<file path="src/rtl/plt_pkg.sv">
`default_nettype none
// ----------------------------------------------------------------------------
// plt_pkg
// Shared types and constants for the packed length-type-value stream parser.
// ----------------------------------------------------------------------------
package plt_pkg;

    typedef enum logic [1:0] {
        PH_HEADER = 2'd0,
        PH_TYPE   = 2'd1,
        PH_VALUE  = 2'd2,
        PH_IGNORE = 2'd3
    } phase_t;

    localparam logic [1:0] ROLE_HEADER  = 2'd0;
    localparam logic [1:0] ROLE_TYPE    = 2'd1;
    localparam logic [1:0] ROLE_VALUE   = 2'd2;
    localparam logic [1:0] ROLE_IGNORED = 2'd3;

    typedef struct packed {
        phase_t     phase;
        logic [7:0] held_type;
        logic [7:0] held_length;
        logic [7:0] value_count;
        logic       error_seen;
    } parse_state_t;

    typedef struct packed {
        logic [1:0] byte_role;
        logic [7:0] entry_type;
        logic [7:0] entry_length;
        logic       type_known;
        logic [7:0] value_index;
        logic       entry_end;
        logic       type_match;
        logic       parse_error;
        logic       frame_ok;
    } parse_result_t;

endpackage : plt_pkg
`default_nettype wire

</file>
<file path="src/rtl/plt_decode.sv">
`default_nettype none
// ----------------------------------------------------------------------------
// plt_decode
// Decodes one frame byte against the parser state: header unpacking, length
// check, and the next parser state.
// ----------------------------------------------------------------------------
module plt_decode
    import plt_pkg::*;
#(
    parameter int MAX_FRAME_BYTES = 128
)
(
    input  wire parse_state_t  state,
    input  wire logic [7:0]    target_type,
    input  wire logic [7:0]    data_byte,
    input  wire logic [6:0]    bytes_after,
    output parse_state_t       state_next,
    output parse_result_t      result
);

    localparam logic [6:0] SAT_R =
        (MAX_FRAME_BYTES - 1 > 127) ? 7'd127 : 7'(MAX_FRAME_BYTES - 1);

    logic [6:0] r;
    logic       last;
    logic [7:0] lmask;
    logic [7:0] tmask;
    logic [2:0] b;
    logic       unpacked;
    logic [7:0] hdr_len;
    logic [7:0] hdr_type;
    logic [8:0] need;
    logic [7:0] vc_inc;

    assign r    = (bytes_after > SAT_R) ? SAT_R : bytes_after;
    assign last = (r == 7'd0);

    // length mask covers every bit up to the msb of the remaining count
    always_comb
    begin
        lmask = '0;
        b     = '0;
        for (int i = 0; i < 7; i++)
        begin
            lmask[i] = |(r >> i);
            if (r[i])
            begin
                b = 3'(i + 1);
            end
        end
    end

    assign tmask    = ~lmask;
    assign unpacked = ((data_byte & tmask) == tmask);
    assign hdr_len  = data_byte & lmask;
    assign hdr_type = 8'((data_byte & tmask) >> b);
    assign need     = {1'b0, hdr_len} + {8'd0, unpacked};
    assign vc_inc   = state.value_count + 8'd1;

    always_comb
    begin
        state_next = state;
        result     = '0;
        case (state.phase)
            PH_IGNORE:
            begin
                result.byte_role = ROLE_IGNORED;
                if (last)
                begin
                    state_next.error_seen = 1'b0;
                    state_next.phase      = PH_HEADER;
                end
            end
            PH_HEADER:
            begin
                result.byte_role = ROLE_HEADER;
                if (last)
                begin
                    result.entry_type     = data_byte;
                    result.type_known     = 1'b1;
                    result.entry_end      = 1'b1;
                    result.frame_ok       = ~state.error_seen;
                    state_next.error_seen = 1'b0;
                end
                else
                begin
                    result.entry_length = hdr_len;
                    result.type_known   = ~unpacked;
                    if (!unpacked)
                    begin
                        result.entry_type = hdr_type;
                    end
                    if (need > {2'b00, r})
                    begin
                        result.parse_error    = 1'b1;
                        state_next.error_seen = 1'b1;
                        state_next.phase      = PH_IGNORE;
                    end
                    else if (unpacked)
                    begin
                        state_next.held_length = hdr_len;
                        state_next.phase       = PH_TYPE;
                    end
                    else if (hdr_len == 8'd0)
                    begin
                        result.entry_end = 1'b1;
                    end
                    else
                    begin
                        state_next.held_type   = hdr_type;
                        state_next.held_length = hdr_len;
                        state_next.value_count = 8'd0;
                        state_next.phase       = PH_VALUE;
                    end
                end
            end
            PH_TYPE:
            begin
                result.byte_role       = ROLE_TYPE;
                result.entry_type      = data_byte;
                result.entry_length    = state.held_length;
                result.type_known      = 1'b1;
                state_next.held_type   = data_byte;
                state_next.value_count = 8'd0;
                if (state.held_length == 8'd0)
                begin
                    result.entry_end = 1'b1;
                    result.frame_ok  = last;
                    state_next.phase = PH_HEADER;
                end
                else if (last)
                begin
                    result.parse_error = 1'b1;
                    state_next.phase   = PH_HEADER;
                end
                else
                begin
                    state_next.phase = PH_VALUE;
                end
            end
            PH_VALUE:
            begin
                result.byte_role       = ROLE_VALUE;
                result.entry_type      = state.held_type;
                result.entry_length    = state.held_length;
                result.type_known      = 1'b1;
                result.value_index     = state.value_count;
                state_next.value_count = vc_inc;
                if (vc_inc >= state.held_length)
                begin
                    result.entry_end = 1'b1;
                    result.frame_ok  = last;
                    state_next.phase = PH_HEADER;
                end
                else if (last)
                begin
                    result.parse_error = 1'b1;
                    state_next.phase   = PH_HEADER;
                end
            end
            default:
            begin
                state_next.phase = PH_HEADER;
            end
        endcase
        result.type_match = result.type_known && (result.entry_type == target_type);
    end

endmodule : plt_decode
`default_nettype wire

</file>
<file path="src/rtl/packed_ltv_stream_parser.sv">
`default_nettype none
// ----------------------------------------------------------------------------
// packed_ltv_stream_parser
// Parses a frame's packed length-type-value list one byte per transaction.
// ----------------------------------------------------------------------------
// Usage:
//   Input channel (in_valid/in_ready) carries data_byte and bytes_after, the
//   count of frame bytes that follow; bytes_after of 0 closes the frame.
//   Output channel (out_valid/out_ready) returns one result transaction per
//   input byte: its role, the entry type/length, value index, end-of-entry,
//   type match, parse error and frame status.
//   Config channel (cfg_valid/cfg_ready, cfg_data) writes target_type; it is
//   always ready and should be written only while the parser is idle.
//   The result is registered: it appears in the cycle after the byte is
//   taken. A new byte is taken every cycle while out_ready is high or no
//   result is held; the decode is a single pass of encode and mask logic
//   between the parser state and the result register. When the receiver
//   stalls, the held result stays put and in_ready drops until out_ready
//   returns; no byte is lost. Reset clears the parser to expect a header,
//   zeroes the held entry and clears target_type and the output valid.
// ----------------------------------------------------------------------------
module packed_ltv_stream_parser
    import plt_pkg::*;
#(
    parameter int MAX_FRAME_BYTES = 128
)
(
    input  wire logic       clk,
    input  wire logic       rst_n,

    input  wire logic       cfg_valid,
    output logic            cfg_ready,
    input  wire logic [7:0] cfg_data,

    input  wire logic       in_valid,
    output logic            in_ready,
    input  wire logic [7:0] data_byte,
    input  wire logic [6:0] bytes_after,

    output logic            out_valid,
    input  wire logic       out_ready,
    output logic [1:0]      byte_role,
    output logic [7:0]      entry_type,
    output logic [7:0]      entry_length,
    output logic            type_known,
    output logic [7:0]      value_index,
    output logic            entry_end,
    output logic            type_match,
    output logic            parse_error,
    output logic            frame_ok
);

    parse_state_t  state_reg;
    parse_state_t  state_next;
    parse_result_t result_reg;
    parse_result_t result_next;
    logic [7:0]    target_type_reg;
    logic          out_valid_reg;
    logic          in_fire;

    assign cfg_ready = 1'b1;
    assign in_ready  = ~out_valid_reg | out_ready;
    assign in_fire   = in_valid & in_ready;

    plt_decode #(
        .MAX_FRAME_BYTES (MAX_FRAME_BYTES)
    ) u_decode (
        .state       (state_reg),
        .target_type (target_type_reg),
        .data_byte   (data_byte),
        .bytes_after (bytes_after),
        .state_next  (state_next),
        .result      (result_next)
    );

    always_ff @(posedge clk or negedge rst_n)
    begin
        if (!rst_n)
        begin
            state_reg       <= '{phase: PH_HEADER, default: '0};
            target_type_reg <= 8'd0;
            out_valid_reg   <= 1'b0;
        end
        else
        begin
            if (cfg_valid && cfg_ready)
            begin
                target_type_reg <= cfg_data;
            end
            if (in_fire)
            begin
                state_reg <= state_next;
            end
            if (in_ready)
            begin
                out_valid_reg <= in_valid;
            end
        end
    end

    always_ff @(posedge clk)
    begin
        if (in_fire)
        begin
            result_reg <= result_next;
        end
    end

    assign out_valid    = out_valid_reg;
    assign byte_role    = result_reg.byte_role;
    assign entry_type   = result_reg.entry_type;
    assign entry_length = result_reg.entry_length;
    assign type_known   = result_reg.type_known;
    assign value_index  = result_reg.value_index;
    assign entry_end    = result_reg.entry_end;
    assign type_match   = result_reg.type_match;
    assign parse_error  = result_reg.parse_error;
    assign frame_ok     = result_reg.frame_ok;

endmodule : packed_ltv_stream_parser
`default_nettype wire

</file>
<file path="config.mk">
export PLATFORM = sky130hd
export DESIGN_NAME = packed_ltv_stream_parser
export DESIGN_NICKNAME = d
export VERILOG_FILES = /design/src/rtl/plt_pkg.sv /design/src/rtl/plt_decode.sv /design/src/rtl/packed_ltv_stream_parser.sv
export SDC_FILE = /design/constraint.sdc
export NUM_CORES = 1
export LEC_CHECK = 0
export BUFFER_PORTS_ARGS = -buffer_cell sky130_fd_sc_hd__buf_2
export CAP_MARGIN = 10
export CELL_PAD_IN_SITES_DETAIL_PLACEMENT = 1
export CELL_PAD_IN_SITES_GLOBAL_PLACEMENT = 1
export CORE_MARGIN = 2
export CORE_UTILIZATION = 30
export DETAILED_ROUTE_END_ITERATION = 8
export PLACE_DENSITY_LB_ADDON = 0.1
export SYNTH_ARGS = -nofsm -noshare
export SYNTH_HDL_FRONTEND = slang
export SYNTH_HIERARCHICAL = 1
export SYNTH_SLANG_ARGS = --single-unit
</file>
<file path="constraint.sdc">
create_clock -name clk -period 3.4 [get_ports clk]
set_clock_uncertainty 0.2 [all_clocks]
set_input_delay 0.68 -clock clk [delete_from_list [all_inputs] [get_ports clk]]
set_output_delay 0.68 -clock clk [all_outputs]
set_load 0.02 [all_outputs]
</file>
==> results by group <==
Status
  – Outcome: finished, violations left
  – Failing checks: setup timing

Drt
  – Vias post-DR: 4,359
  – Vias per inst: approximately 5.2
  – Drc violations: 0
  – DR WL/cell: 19.8 um
  – Wirelength, routed: roughly 17,000 um
  – DRT Pass-1 Iters: 4
  – Initial DRC Count: 217
  – DRT antenna net count: 0

Die
  – Initial Utilization: 30.5%
  – I/O pin count: 62
  – FP Rows: 46
  – Chip Height: 131 um
  – Chip width: 131 um
  – CORE AREA: between 15,000 and 20,000 um2
  – Die area: 17,100 um2

STA
  – RSZ-0062 raised after global routing: yes
  – Hold slack: 0.267 ns
  – Worst Slack Setup Final: -0.799 ns
  – Final setup vio count: 29
  – Least-Margin Pin Slew: between 0.9 and 1 ns
  – Slew headroom: 38.6%
  – Fmax: 238 MHz
  – Final min period: 4.20 ns
  – Final period utilization: 123%
  – Hold Fails Final Rpt: 0
  – Final Slew Violations: 0

Yosys
  – Syn avg cell area: 9.74 um2
  – Post-synth EDFFs: 31
  – Post-Syn Area: 4810 um2
  – Top_reg_cell synth: dfrtp_1
  – Area share of the largest cell type after synthesis: slightly below 20%
  – Mapped Nets: ~540
  – Async S/R FF share, synth: a little over half
  – Dominant cell type by area after synthesis: edfxtp_1
  – Cell variety after synth: 71
  – Top cells by count, synth: dfrtp_1, nor2_1, nand2_1, edfxtp_1, inv_1
  – Register area share after synthesis: a little under two fifths
  – #FFs+latches synth: 67
  – Post-Synthesis Cells: approximately 490
  – YS warnings: 6
  – Synth top area cells: edfxtp_1, dfrtp_1, mux2_4

Final layout
  – Number of flip-flops in the largest register: 27
  – Nets: between 600 and 700
  – Share of cells above drive strength 1: 41.6%
  – Ant diodes: 0
  – Non-Filler Instances: 841
  – Finished Core Util: 41.3%
  – Layout area overhead: 35.5%

Critical path
  – Reg-to-reg critical path endpoint: type_match$_DFFE_PP_
  – Crit path kind: primary input to flop
  – Crit start category: primary input
  – Worst reg2reg setup slack: 0.27 ns
  – Crit path launch: bytes_after[6]
  – CP Capture Type: flop
  – Worst r2r path cells: 7
  – Worst-path fanout max: 8
  – R2r startpoint: state_reg[25]$_DFFE_PN0P_
  – Critical Path RT: about 3.4 ns
  – WP data arrival: 4.22 ns

Global route
  – Largest net degree at the start of global routing: 37
  – Met3 Track Usage GR: 3.46%
  – Initial antenna violation count: 0
  – Global-route usage over all layers: 20.2%
  – Global-route wire length before repair: 25,800 um
  – Vias in the first global route: 4,628
  – Grt ovf: 0
  – M2 GR Usage: between 30 and 40%
  – Most used routing layer: met2
  – Met1 Use GR: 25.3%

Place
  – IO buf count: 60
  – Post-Place Worst Slack: -1.30 ns
  – Placed Cells incl. Taps: 814
  – HPWL Detailed: 12,400 um
  – Placer Congestion: 0.891

Clocking
  – Reg clk slew, reported paths: ~0.060 ns
  – H-tree depth: 3
  – Max Root-Sink Buffers: 2
  – Clk Tree Root Cell: clkbuf_16
  – Num CTS Buffers: 9
  – Clk Latency, worst-skew pair: 0.35 ns
  – CTS sink cnt: 67
  – CTS tree: yes

Power
  – Leakage power: slightly below 3 nW
  – Max VDD drop: 0.315 mV
  – Power density of the placed cells: slightly above 700 nW/um2

Worst hold path
  – Hold WC Path Type: primary input to asynchronous set/reset pin

Run
  – MaxCap Viol Count: 0
[metrics by stage]
stage	total power, mW	instance area, um2	TNS [ns]
floorplan	2.62	4890	-25.02
global placement	3.27	5860	-26.66
detailed placement	3.33	5860	-30.17
CTS	4.56	6370	-17.05
global route	4.93	6520	-22.15
finish	4.62	6520	-17.32
[logic make-up (layout without fill, tap and decap cells)]
logic type | after synthesis | in the layout | share of synthesized area, %
xor gates and xnor gates | 13 | 13 | 2.37
buffers and inverters | 63 | 194 | 5.85
adders and majority gates | 22 | 22 | 5.72
AOI/OAI and AO/OA | 133 | 133 | 19.8
other | 1 | 1 | 0.0780
and+or+nand+nor | 150 | 150 | 16.1
muxes | 45 | 45 | 11.9
DFF | 67 | 67 | 38.1
[worst max path at each step]
stage          depth (start not counted)  slack (ns)                  endpoint
3_5_place_dp                          17       -1.30  state_reg[1]$_DFFE_PN0P_
4_1_cts                               17       -0.77  state_reg[1]$_DFFE_PN0P_
6_report                              17       -0.80  state_reg[1]$_DFFE_PN0P_
2_1_floorplan                         18       -1.16  state_reg[1]$_DFFE_PN0P_
5_1_grt                               18       -0.94  state_reg[1]$_DFFE_PN0P_
3_3_place_gp                          17       -1.18  state_reg[1]$_DFFE_PN0P_
[routing by layer]
metal | vias to the layer above | wire [um]
met4 | 0 | 191
li1 | 2082 | -
met3 | 13 | 499
met1 | 2196 | 7420
met5 | - | 0
met2 | 68 | 8520
[worst max-delay path, cell delays in order]
cell and delay, ns:
buf_6 0.09, or4_4 0.57, nor2_4 0.12, nor2_2 0.04, ha_2 0.19, ha_4 0.17
nand4_1 0.10, xor2_1 0.23, ha_1 0.21, nand4_1 0.12, o22ai_2 0.22, a31oi_2 0.06
or4_4 0.44, and2_4 0.18, or2_4 0.27, mux2_4 0.27, mux2_4 0.26
[placed cells by master, fill, tap and decap left out, drive strengths merged, types with 12 or more instances in the layout]
master / count
a22oi: 12
nand2: 36
o21ai: 27
nand3: 15
a21oi: 18
dfrtp: 36
edfxtp: 31
nor2: 36
ha: 22
buf: 148
mux2: 38
inv: 30
[where the power goes]
group | internal, mW | switching [mW]
logic | 1.02 | 1.22
registers | 1.09 | 0.196
clock network | 0.718 | 0.382
[what timing repair did]
action / 4_1_cts / 5_1_grt
pin swaps: 18 / 23
hold buffers: 0 / 0
setup endpoints to repair: 29 / 30
buffers inserted: 13 / 7
gates cloned: 0 / 1
gates resized for setup: 37 / 22
[final cells by class]
class / instances / area, um2
Fill cell: 1845 / 9250
Multi-Input combinational cell: 364 / 2940
Sequential cell: 67 / 1830
Timing Repair Buffer: 149 / 1020
Tap cell: 216 / 270
Clock buffer: 10 / 229
Clock inverter: 6 / 111
Inverter: 29 / 109
Note: power is estimated with default switching activity, not from simulation.
